File: src/sv/sfd_pkg.sv
// ----------------------------------------------------------------------------
// sfd_pkg - shared types and constants of the sbus frame decoder
// Channel geometry, scaling constants, register indexes and sequencer states.
// ----------------------------------------------------------------------------
package sfd_pkg;

  // frame geometry
  localparam int unsigned MaxChannels = 16;
  localparam int unsigned RawW        = 11;
  localparam int unsigned ValW        = 12;
  localparam int unsigned IdxW        = 4;
  localparam int unsigned CountW      = 5;
  localparam int unsigned DataBytes   = 22;
  localparam int unsigned PosW        = 5;
  localparam int unsigned StoreW      = MaxChannels * RawW;

  // scaling: ((raw * 5) >> 3) + offset
  localparam logic [ValW-1:0] ScaleOffset = 12'd880;

  // header qualification on the byte before the header
  localparam logic [7:0] PriorZero   = 8'h00;
  localparam logic [3:0] PriorNibble = 4'h4;

  // configuration register reset values
  localparam logic [7:0]        HeaderRst = 8'h0F;
  localparam logic [CountW-1:0] CountRst  = 5'd16;
  localparam logic [ValW-1:0]   MinRst    = 12'd1000;
  localparam logic [ValW-1:0]   MaxRst    = 12'd2000;

  // configuration register indexes
  typedef enum logic [1:0] {
    CFG_HEADER = 2'd0,
    CFG_COUNT  = 2'd1,
    CFG_MIN    = 2'd2,
    CFG_MAX    = 2'd3
  } cfg_reg_e;

  // sequencer states
  typedef enum logic [1:0] {
    ST_RECV  = 2'd0,
    ST_CHECK = 2'd1,
    ST_EMIT  = 2'd2
  } seq_state_e;

  // result of the shared scale and range unit
  typedef struct packed {
    logic [ValW-1:0] value;
    logic            in_range;
  } scale_res_t;

endpackage

File: src/sv/sbus_frame_decoder.sv
// ----------------------------------------------------------------------------
// sbus_frame_decoder - sbus frame decode with range check
// Hunts for a qualified header byte, collects 22 channel bytes and a flags
// byte, checks the scaled channels and emits a good frame as one run of words.
// ----------------------------------------------------------------------------
//
//  port group  | dir | word contents                         | handshake
//  ------------+-----+---------------------------------------+-------------
//  s_axis      | in  | tdata[7:0] rx_byte                    | tvalid/tready
//  m_axis      | out | tdata[3:0] index, [15:4] value, tlast | tvalid/tready
//  cfg         | in  | cfg_idx_i register, cfg_data_i value  | cfg_we_i
//
//  Bytes are taken back to back while receiving. The flags byte is followed
//  by a check pass of the shared scale unit over a 176-bit rotating channel
//  store, then by one word per emitted channel (channel count capped at 16),
//  each held until the sink takes it; a dropped frame emits no words.
//  s_axis_tready is low during the check pass and while words are emitted.
//  Reset clears the sequencer and header hunt state and returns the
//  configuration registers to their defaults.
// ----------------------------------------------------------------------------
module sbus_frame_decoder (
  input  logic        clk_i,
  input  logic        rst_ni,
  // byte input
  input  logic        s_axis_tvalid,
  output logic        s_axis_tready,
  input  logic [7:0]  s_axis_tdata,   // [7:0] rx_byte
  // channel output
  output logic        m_axis_tvalid,
  input  logic        m_axis_tready,
  output logic [15:0] m_axis_tdata,   // [3:0] channel_index, [15:4] channel_value
  output logic        m_axis_tlast,
  // configuration writes
  input  logic        cfg_we_i,
  input  logic [1:0]  cfg_idx_i,
  input  logic [11:0] cfg_data_i
);

  localparam int unsigned StoreW = sfd_pkg::StoreW;
  localparam int unsigned RawW   = sfd_pkg::RawW;

  // configuration registers
  logic [7:0]                  header_q;
  logic [sfd_pkg::CountW-1:0]  count_q;
  logic [sfd_pkg::ValW-1:0]    min_q;
  logic [sfd_pkg::ValW-1:0]    max_q;

  // control state
  sfd_pkg::seq_state_e         state_q, state_d;
  logic                        in_frame_q, in_frame_d;
  logic [sfd_pkg::PosW-1:0]    pos_q, pos_d;
  logic [7:0]                  prior_q, prior_d;
  logic [sfd_pkg::IdxW-1:0]    idx_q, idx_d;
  logic                        ok_q, ok_d;

  // payload, flags keeps only the two bad-frame bits 3:2
  logic [StoreW-1:0]           store_q, store_d;
  logic [1:0]                  flags_q, flags_d;

  logic                        in_acc;
  logic                        out_acc;
  logic [sfd_pkg::CountW-1:0]  n_eff;
  logic                        idx_active;
  logic                        idx_last;
  logic                        hdr_hit;
  sfd_pkg::scale_res_t         unit_res;

  assign in_acc  = s_axis_tvalid && s_axis_tready;
  assign out_acc = m_axis_tvalid && m_axis_tready;

  // channel count saturates at the channel maximum
  assign n_eff = (count_q > sfd_pkg::CountW'(sfd_pkg::MaxChannels))
               ? sfd_pkg::CountW'(sfd_pkg::MaxChannels) : count_q;

  assign idx_active = ({1'b0, idx_q} < n_eff);
  assign idx_last   = (({1'b0, idx_q} + 5'd1) == n_eff);

  // header qualified by the byte that came before it
  assign hdr_hit = (s_axis_tdata == header_q) &&
                   ((prior_q == sfd_pkg::PriorZero) ||
                    (prior_q[3:0] == sfd_pkg::PriorNibble));

  // shared scale and compare unit, always on the lowest channel slot
  sfd_scale_unit u_scale (
    .raw_i (store_q[RawW-1:0]),
    .min_i (min_q),
    .max_i (max_q),
    .res_o (unit_res)
  );

  // configuration write port
  always_ff @(posedge clk_i or negedge rst_ni) begin
    if (!rst_ni) begin
      header_q <= sfd_pkg::HeaderRst;
      count_q  <= sfd_pkg::CountRst;
      min_q    <= sfd_pkg::MinRst;
      max_q    <= sfd_pkg::MaxRst;
    end else if (cfg_we_i) begin
      case (cfg_idx_i)
        sfd_pkg::CFG_HEADER: header_q <= cfg_data_i[7:0];
        sfd_pkg::CFG_COUNT:  count_q  <= cfg_data_i[sfd_pkg::CountW-1:0];
        sfd_pkg::CFG_MIN:    min_q    <= cfg_data_i;
        sfd_pkg::CFG_MAX:    max_q    <= cfg_data_i;
        default: ;
      endcase
    end
  end

  // control registers
  always_ff @(posedge clk_i or negedge rst_ni) begin
    if (!rst_ni) begin
      state_q    <= sfd_pkg::ST_RECV;
      in_frame_q <= 1'b0;
      pos_q      <= '0;
      prior_q    <= '0;
      idx_q      <= '0;
      ok_q       <= 1'b0;
    end else begin
      state_q    <= state_d;
      in_frame_q <= in_frame_d;
      pos_q      <= pos_d;
      prior_q    <= prior_d;
      idx_q      <= idx_d;
      ok_q       <= ok_d;
    end
  end

  // payload registers
  always_ff @(posedge clk_i) begin
    store_q <= store_d;
    flags_q <= flags_d;
  end

  // sequencer
  always_comb begin
    state_d    = state_q;
    in_frame_d = in_frame_q;
    pos_d      = pos_q;
    prior_d    = prior_q;
    idx_d      = idx_q;
    ok_d       = ok_q;
    store_d    = store_q;
    flags_d    = flags_q;

    s_axis_tready = 1'b0;
    m_axis_tvalid = 1'b0;

    case (state_q)
      sfd_pkg::ST_RECV: begin
        s_axis_tready = 1'b1;
        if (in_acc) begin
          prior_d = s_axis_tdata;
          if (!in_frame_q) begin
            if (hdr_hit) begin
              in_frame_d = 1'b1;
              pos_d      = '0;
            end
          end else if (pos_q < sfd_pkg::PosW'(sfd_pkg::DataBytes)) begin
            // channel bytes shift in from the top, first byte ends lowest
            store_d = {s_axis_tdata, store_q[StoreW-1:8]};
            pos_d   = pos_q + 5'd1;
          end else begin
            // flags byte closes the frame
            flags_d    = s_axis_tdata[3:2];
            in_frame_d = 1'b0;
            pos_d      = '0;
            idx_d      = '0;
            ok_d       = 1'b1;
            state_d    = sfd_pkg::ST_CHECK;
          end
        end
      end

      sfd_pkg::ST_CHECK: begin
        // full turn of the store so the channels realign for emitting
        if (idx_active && !unit_res.in_range) begin
          ok_d = 1'b0;
        end
        store_d = {store_q[RawW-1:0], store_q[StoreW-1:RawW]};
        idx_d   = idx_q + 4'd1;
        if (idx_q == sfd_pkg::IdxW'(sfd_pkg::MaxChannels - 1)) begin
          if (ok_d && (flags_q == 2'b00) && (n_eff != '0)) begin
            state_d = sfd_pkg::ST_EMIT;
          end else begin
            state_d = sfd_pkg::ST_RECV;
          end
        end
      end

      sfd_pkg::ST_EMIT: begin
        m_axis_tvalid = 1'b1;
        if (out_acc) begin
          store_d = {store_q[RawW-1:0], store_q[StoreW-1:RawW]};
          idx_d   = idx_q + 4'd1;
          if (idx_last) begin
            idx_d   = '0;
            state_d = sfd_pkg::ST_RECV;
          end
        end
      end

      default: begin
        state_d = sfd_pkg::ST_RECV;
      end
    endcase
  end

  // output word
  assign m_axis_tdata = {unit_res.value, idx_q};
  assign m_axis_tlast = idx_last;

  // checks
  a_ready_excl: assert property (@(posedge clk_i) disable iff (!rst_ni)
    !(s_axis_tready && m_axis_tvalid))
    else $error("input ready while a word is on the output");

  a_last_returns: assert property (@(posedge clk_i) disable iff (!rst_ni)
    (out_acc && m_axis_tlast) |=> s_axis_tready)
    else $error("not back to receiving after the last word");

  a_value_range: assert property (@(posedge clk_i) disable iff (!rst_ni)
    m_axis_tvalid |-> ((unit_res.value >= min_q) && (unit_res.value <= max_q)))
    else $error("emitted value outside limits");

  a_index_range: assert property (@(posedge clk_i) disable iff (!rst_ni)
    m_axis_tvalid |-> idx_active)
    else $error("emitted index beyond channel count");

endmodule

File: src/sv/sfd_scale_unit.sv
// ----------------------------------------------------------------------------
// sfd_scale_unit - shared channel scale and range compare
// Scales one raw 11-bit channel to pulse width and checks it against limits.
// ----------------------------------------------------------------------------
module sfd_scale_unit (
  input  logic [sfd_pkg::RawW-1:0] raw_i,
  input  logic [sfd_pkg::ValW-1:0] min_i,
  input  logic [sfd_pkg::ValW-1:0] max_i,
  output sfd_pkg::scale_res_t      res_o
);

  logic [sfd_pkg::RawW+2:0] prod;
  logic [sfd_pkg::ValW-1:0] scaled;

  // raw * 5 as shift and add, then drop three bits and add offset
  assign prod   = {3'b000, raw_i} + {1'b0, raw_i, 2'b00};
  assign scaled = {1'b0, prod[sfd_pkg::RawW+2:3]} + sfd_pkg::ScaleOffset;

  // limit compare
  assign res_o.value    = scaled;
  assign res_o.in_range = (scaled >= min_i) && (scaled <= max_i);

endmodule
File: config.mk
export PLATFORM = sky130hd
export DESIGN_NAME = sbus_frame_decoder
export DESIGN_NICKNAME = d
export VERILOG_FILES = /design/src/sv/sfd_pkg.sv /design/src/sv/sbus_frame_decoder.sv /design/src/sv/sfd_scale_unit.sv
export SDC_FILE = /design/constraint.sdc
export NUM_CORES = 1
export LEC_CHECK = 0
export BUFFER_PORTS_ARGS = -buffer_cell sky130_fd_sc_hd__buf_4
export CELL_PAD_IN_SITES_DETAIL_PLACEMENT = 1
export CELL_PAD_IN_SITES_GLOBAL_PLACEMENT = 1
export CORE_MARGIN = 4
export CORE_UTILIZATION = 57
export CTS_CLUSTER_DIAMETER = 50
export DETAILED_ROUTE_END_ITERATION = 10
export PLACE_DENSITY_LB_ADDON = 0.1
export SLEW_MARGIN = 10
export SYNTH_ARGS = -nofsm -noshare
export SYNTH_HDL_FRONTEND = slang
export SYNTH_SLANG_ARGS = --single-unit
File: constraint.sdc
create_clock -name clk_i -period 15.35 [get_ports clk_i]
set_clock_uncertainty 0.05 [all_clocks]
set_input_delay 0.7675 -clock clk_i [delete_from_list [all_inputs] [get_ports clk_i]]
set_output_delay 0.7675 -clock clk_i [all_outputs]
set_load 0.01 [all_outputs]
# [Yosys cells after proc, flatten, opt, wreduce, memory -nomap -nowiden]
# Cells that the tools add are included.
[classes] n_addsub=5 order_cmp=5 eq_ne=16 n_mux=34 n_bitwise=1 n_reduce_logical=28
[ops] op="$mux 176" count=4
[ops] op="$pmux 176 s3" count=1
[ops] op="$mux 4" count=5
[ops] op="$mux 5" count=4
[ops] op="$add 11x13->14" count=1
[ops] op="$mux 2" count=7
[ops] op="$ne 2x2->1 const B" count=7
[ops] op="$add 11x10->12 const B" count=1
[ops] op="$ge 12x12->1" count=1
[ops] op="$le 12x12->1" count=1
[ops] op="$pmux 4 s3" count=1
[ops] op="$mux 1" count=10
[ops] op="$reduce_and 2->1" count=5
[ops] op="$reduce_and 5->1" count=2
[ops] op="$eq 8x8->1" count=1
[ops] op="$logic_not 8->1" count=1
[ops] op="$reduce_and 4->1" count=2
[ops] op="$logic_and 1x1->1" count=7
[ops] op="$eq 2x2->1 const B" count=3
[ops] op="$logic_not 2->1" count=3
[ops] op="$pmux 2 s3" count=1
[ops] op="$reduce_and 6->1" count=1
[ops] op="$add 4x1->5 const B" count=1
[ops] op="$add 5x1->5 const B" count=1
[ops] op="other kinds (16)" count=18
[totals] register_bits=236 in_bits=27 output_inout_bits=19 word_cells=101

# [Logic depth before layout (Yosys ltp)]
# Gate-level depths: netlist of the first run.
[logic_depth] word_depth=13 ltp_mapped=18 ltp_nobuf=18

# [By module]
# From an unflattened synthesis of the first run, not the netlist that was laid out.
[hier_totals] cells_unflattened=747 area_unflattened_um2=11363.4
[by_module_without_submodules] module="sbus_frame_decoder" n_inst=1 cells_each=600 area_each_um2=10231.1
[by_module_without_submodules] module="sfd_scale_unit" n_inst=1 cells_each=147 area_each_um2=1132.3

# [Least setup slack after synthesis of the first run]
# OpenSTA, ideal clock, no wires.
[synth_path] path_type="register -> register" start="reg state_q[0]" end="reg store_q[0], enable pin" setup_time_ns=0.771 arrival_time_ns=9.599 required_ns=14.529 path_slack_ns=4.929 stages_incl_launch_ff=8 path_cell_list="dfrtp_1 > inv_1 > ha_1 > clkbuf_1 > inv_1 > o21ai_0 > nand2_1 > a21oi_1"
[synth_between] elab_chain_len=5 word_cells_on_any_way=13 cone_classes="eq/ne: 6; mux: 2; reduce/logical: 5"
[synth_rtl] element="from (decl)" line="sbus_frame_decoder.sv:49" source="sfd_pkg::seq_state_e state_q, state_d;"
[synth_rtl] element="from (signal assigned)" line="sbus_frame_decoder.sv:112" source="state_q <= sfd_pkg::ST_RECV;"
[synth_rtl] element="from (signal assigned)" line="sbus_frame_decoder.sv:119" source="state_q <= state_d;"
[synth_rtl] element="$eq 2x2->1 / $logic_not 2->1 (equally long branches)" line="sbus_frame_decoder.sv:148" source="case (state_q)"
[synth_rtl] element="$mux 1" line="sbus_frame_decoder.sv:148"
[synth_rtl] element="$logic_and 1x1->1, on equally long branches" line="sbus_frame_decoder.sv:69, sbus_frame_decoder.sv:68"
[synth_rtl] element="$ne 2x2->1 (no line)"
[synth_rtl] element="$reduce_and 5->1 (no line) (*)"
[synth_rtl] element="to (signal assigned)" line="sbus_frame_decoder.sv:130" source="store_q <= store_d;"
[synth_rtl] element="to (decl)" line="sbus_frame_decoder.sv:57" source="logic [StoreW-1:0] store_q, store_d;"
# Every way passes the cells marked *; elsewhere a longest branch is shown, timed or not.
# A chain may end at the register's enable or synchronous reset.

# [Final worst setup path of the first run]
[layout_path] start="reg state_q[0]" end="reg store_q[112], enable pin"
# The elaborated chain is that of the path after synthesis.

==> flow_metrics.tcl, run 1 <==
set metrics [dict create \
    cp-end-kind "register" \
    cts_resized 0 \
    crit_type "register to register" \
    drv_cap 0 \
    fin_ws_ps 10690 \
    crit_slowest_cell "ha_4" \
    irDropWorstVdd_v 0.0000992 \
    synth_area_per_cell_um2 15.0 \
    max_freq_mhz 214 \
    cts_buffers 29 \
    grt_max_degree 91 \
    period_needed_ps 4660 \
    wl_um 22300 \
    path_max_fanout 90 \
    crit_required_ps 15470 \
    cp-start-kind "register" \
    drt_iter0_drc 370 \
    wl_per_cell_um 20.4 \
    synthCells 749 \
    power.density_nw_per_um2 114 \
    ys_ff_latch 236 \
    hp-class "primary input to async pin" \
    grt_use_total 0.205 \
    synthTopCellsByArea "edfxtp_1 (47%), mux2_2 (22%), dfrtp_1 (9.1%)" \
    regToRegSetupSlack_ps 10690 \
    final_layout_size_suffix_gt1_frac 0.418 \
    synth_cell_types 54 \
    setup_violations 0 \
    cts_sinks 236 \
    fin_setup_tns_ps 0 \
    placed_area_um2 11900 \
    io_buffers 45 \
    clock_path_buffers 3 \
    initial_core_util 0.578 \
    antenna_found_initial 0 \
    max_stage_delay_ps 950 \
    ant_nets 0 \
    cts-root-buf "clkbuf_16" \
    cts.clk_slew.worst_paths_ps 60 \
    antenna_cells 0 \
    ys_seq_area_frac 0.606 \
    post-cts-setup-buffer-count 0 \
    globalplace.congestion 0.800 \
    ys_warn_count 0 \
    drc 0 \
    clk_latency_ps 550 \
    final-hold-violation-count 0 \
    layout_commonest_cell "mux2_2" \
    rsz0062_at_grt "false" \
    final_cell_mix "mux2_2 (220), edfxtp_1 (178), buf_4 (48)" \
    die_w_um 149 \
    ys.flop_type "edfxtp_1" \
    cp.arrival_ps 4780 \
    grt_pass1_wl_um 36200 \
    design.core.area_um2 19500 \
    grt_overflow 0 \
    syn_to_final_growth_pct 13.9 \
    p_leak_nw 4.72 \
    synth_top_area_share 0.475 \
    dp_cells 1038 \
    htreeDepth 1 \
    worst_pin_slew_ps 1140 \
    min_period_over_period 0.304 \
    die_h_um 149 \
    vias 6185 \
    final_core_util 0.659 \
    ios 46 \
    drt_first_pass_iters 6 \
    grt_pass1_vias 6715 \
    cts_tree "done" \
    synth_edf_count 178 \
    fin_cells 1092 \
    place_ws_ps 10640 \
    crit_chain "inv_1, ha_4, inv_1, o21ai_0, nand2_1, a21oi_4, buf_4, buf_4" \
    relSlewSlack 0.242 \
    total_power_mw 1.46 \
    status "complete, no violations" \
    layout.nets 874 \
    dpl.hpwl_um 14600 \
    num_rows 51 \
    cts_hold_buf 0 \
    stdcell_area_um2 12800 \
    viasPerCell 5.66 \
    dieArea_um2 22100 \
    synth_fp_nets 819 \
    syn_area_um2 11300 \
    holdWs_ps 239 \
    finalMaxSlewViolations 0 \
    synth_largest_area_cell "edfxtp_1" \
    ys_async_sr_fraction 0.246 \
]
-- synth_stat cells, types with 3 or more instances --
cell type	number
nor3_1	6
o31ai_1	4
nand3_1	8
mux2_2	220
nand2_1	20
a21o_1	7
dfstp_2	17
inv_1	44
o211ai_1	5
a31oi_1	4
nand4_1	5
o21ai_0	20
a21oi_2	3
nor2_1	14
edfxtp_1	178
nor2b_1	3
xor2_1	11
and3_1	3
nand2b_1	7
a21oi_1	17
clkbuf_1	22
ha_1	42
nand3b_1	3
dfrtp_1	41
xnor2_1	8
-- worst max-delay path, delay by kind of cell, from the launching register on --
family                   cells  cell delay [ps]
buffers and inverters        4             1890
AO/OA/AOI/OAI                2              750
flip-flops                   1              360
adder cells (fa/ha/maj)      1              950
AND/OR/NAND/NOR              1              120
-- final cells by class --
type	instances	area, um^2
clock buffers	32	747
fillers	1755	6640
clock inverters	22	190
well taps	265	332
repair buffers	48	360
inverters	44	165
flip-flops and latches	236	6820
multi-input cells	445	4210
-- where the power goes --
group	leakage, nW	internal [mW]	switching (mW)
logic	1.97	0.0434	0.0405
registers	2.29	0.707	0.0130
clock network	0.453	0.387	0.270
total	4.72	1.14	0.323
-- layer usage --
metal  share of wire  vias to the layer above  GRT usage
li1                -                     2936          -
met1            0.44                     3129      0.264
met2            0.51                       86      0.369
met3           0.033                       34     0.0341
met4           0.019                        0     0.0439
met5               0                        -          0
-- worst paths after layout --
path / from / endpoint / depth (start not counted)
min in group clk_i: s_axis_tdata[3] / flags_q[1] / 1
min: rst_ni / max_q[11] / 1
min reg2reg: min_q[10] / min_q[10] / 1
max in group asynchronous: rst_ni / idx_q[0] / 1
max reg2reg: state_q[0] / store_q[112] / 8
max: state_q[0] / store_q[112] / 8
-- registers in the layout (all words and copies together), names as in the netlist --
signal / count
store_q: 176
max_q: 12
min_q: 12
header_q: 8
prior_q: 8
count_q: 5
pos_q: 5
idx_q: 4
flags_q: 2
state_q: 2
in_frame_q: 1
ok_q: 1
-- cells by family (layout without fill, tap and decap cells) --
logic type | Yosys count | count (layout) | synth area share
flip-flops | 236 | 236 | 0.606
multiplexers | 222 | 222 | 0.222
AND/OR/NAND/NOR | 82 | 82 | 0.0386
AO/OA/AOI/OAI | 78 | 78 | 0.0460
buffers and inverters | 68 | 146 | 0.0227
adder cells (fa/ha/maj) | 43 | 43 | 0.0485
XOR/XNOR | 20 | 20 | 0.0168
Power figures use the tool's default switching activity.
==> run 2, diff against run 1 <==
- CORE_UTILIZATION: 57 -> 47
- clock period: 15.35 -> 3.9 ns (I/O delays scaled with it)
==> run 2 against run 1 <==
Against the previous run:
- wire length grew 4.7%
- critical path type unchanged
- critical endpoint is now ok_q
- power grew to 4.0 times the previous value
- largest power group unchanged
- first-iteration DRC count shrank 7.6%
- the flow now finishes with violations (negative setup slack)
==> flow_metrics.tcl, run 2 (synthesis results as in run 1) <==
set metrics [dict create \
    crit_slowest_cell "or4_4" \
    violations "negative setup slack" \
    r2r_end "ok_q" \
    total_power_mw 5.91 \
    antenna_cells 0 \
    vias 6426 \
    period_needed_ps 4060 \
    cts_sinks 236 \
    holdWs_ps 81.4 \
    layout_commonest_cell "mux2_2" \
    cp_num_buf_inv 0 \
    max_freq_mhz 247 \
    cts_buffers 30 \
    clock_path_buffers 3 \
    dpl.hpwl_um 15200 \
    cp.arrival_ps 4450 \
    antenna_found_initial 0 \
    regMostFlops "store_q" \
    largest_reg_flops 176 \
    dieArea_um2 26500 \
    drc 0 \
    hp-class "primary input to register" \
    num_rows 56 \
    clk_latency_ps 540 \
    largestRegisters "store_q (176), max_q (12), min_q (12)" \
    layout.nets 932 \
    power.density_nw_per_um2 432 \
    finalMaxSlewViolations 0 \
    crit_required_ps 4300 \
    final-hold-violation-count 0 \
    htreeDepth 1 \
    cp-start-kind "register" \
    cts.clk_slew.worst_paths_ps 60 \
    ff2ff_path_depth 16 \
    design.core.area_um2 23500 \
    final_layout_size_suffix_gt1_frac 0.459 \
    crit_chain "ha_4, nand4_4, a21boi_2, o21ai_2, and3_4, or2_4, ha_4, a211o_1, mux2_4, a31oi_4, ha_4, nand4_1, or4_4, o2bb2ai_4, o21a_1, a31oi_1" \
    initial_core_util 0.478 \
    crit_type "register to register" \
    ios 46 \
    setup_violations 2 \
    drt_iter0_drc 342 \
    cpMostUsedCell "ha_4" \
    grt_use_total 0.176 \
    grt_pass1_wl_um 37800 \
    path_max_fanout 3 \
    wl_per_cell_um 19.4 \
    globalplace.congestion 0.790 \
    cts_tree "done" \
    ant_nets 0 \
    min_period_over_period 1.04 \
    fillCellCount 2224 \
    crit_family "compound AO/OA/AOI/OAI gates" \
    relSlewSlack 0.354 \
    drt_first_pass_iters 4 \
    final_cell_mix "mux2_2 (220), edfxtp_1 (178), buf_4 (80)" \
    cp-end-kind "register" \
    fin_ws_ps -156 \
    setup.worst_path.end "ok_q" \
    wl_um 23300 \
    grt_max_degree 178 \
    regToRegSetupSlack_ps -160 \
    drv_cap 0 \
    syn_to_final_growth_pct 21.5 \
    io_buffers 45 \
    path_depth 16 \
    p_leak_nw 5.05 \
    grt_pass1_vias 7157 \
    viasPerCell 5.33 \
    die_h_um 163 \
    max_stage_delay_ps 550 \
    r2r-start "store_q[4]" \
    status "finished with violations" \
    rsz0062_at_grt "true" \
    irDropWorstVdd_v 0.000290 \
    worst_pin_slew_ps 969 \
    die_w_um 163 \
    grt_overflow 0 \
    cts-root-buf "clkbuf_16" \
    startpoint "store_q[4]" \
]
[run 2: stage by stage]
| stage | instances | util | TNS [ps] | area, um^2 | setup WS [ps] |
|---|---|---|---|---|---|
| after detailed placement | 1125 | 0.522 | -550 | 12300 | -310 |
| after global routing | 1205 | 0.581 | -450 | 13700 | -247 |
| after global placement | 1125 | 0.522 | -102 | 12300 | -68.6 |
| after floorplan | 749 | - | -82820 | 11300 | -471 |
| after CTS | 1204 | 0.577 | -315 | 13600 | -176 |
| final | 1205 | 0.581 | -250 | 13700 | -156 |
[run 2: layout make-up]
class / count / area (um^2) / share of cell area
clock inverters: 15 / 159 / 0.0116
repair buffers: 105 / 891 / 0.0651
clock buffers: 41 / 833 / 0.0609
multi-input cells: 445 / 4420 / 0.323
flip-flops and latches: 236 / 6820 / 0.498
inverters: 44 / 165 / 0.0121
well taps: 319 / 399 / 0.0292
[run 2: metal layers]
metal,up-vias,GRT usage,part of all wire
met2,88,0.313,0.51
met5,-,0,0
met4,0,0.0538,0.023
met3,35,0.0268,0.032
met1,3246,0.222,0.44
li1,3057,-,-
[run 2: worst min-delay path by stage]
stage / endpoint / cells after the start / from
3_3_place_gp: min_q[10] / 1 / rst_ni
6_report: header_q[7] / 3 / cfg_idx_i[1]
3_5_place_dp: min_q[11] / 1 / rst_ni
5_1_grt: header_q[6] / 3 / cfg_idx_i[1]
2_1_floorplan: count_q[0] / 0 / rst_ni
4_1_cts: header_q[6] / 3 / cfg_idx_i[1]
[run 2: worst min-delay path, cell delays in order]
cell	delay [ps]
buf_4	100
nor3b_2	100
mux2_2	240
[run 2: where the power goes]
group          switching [mW]  total (mW)  internal (mW)
Combinational           0.173       0.364          0.191
Clock                    1.06        2.70           1.64
Sequential             0.0544        2.84           2.78
[run 2: timing repair]
action | CTS | global route
hold buffers | 21 | 0
setup buffers | 3 | 1
gates resized for setup | 18 | 14
endpoints found under the setup margin | 2 | 3
hold endpoints to repair | 94 | 0
pin swaps | 11 | 15
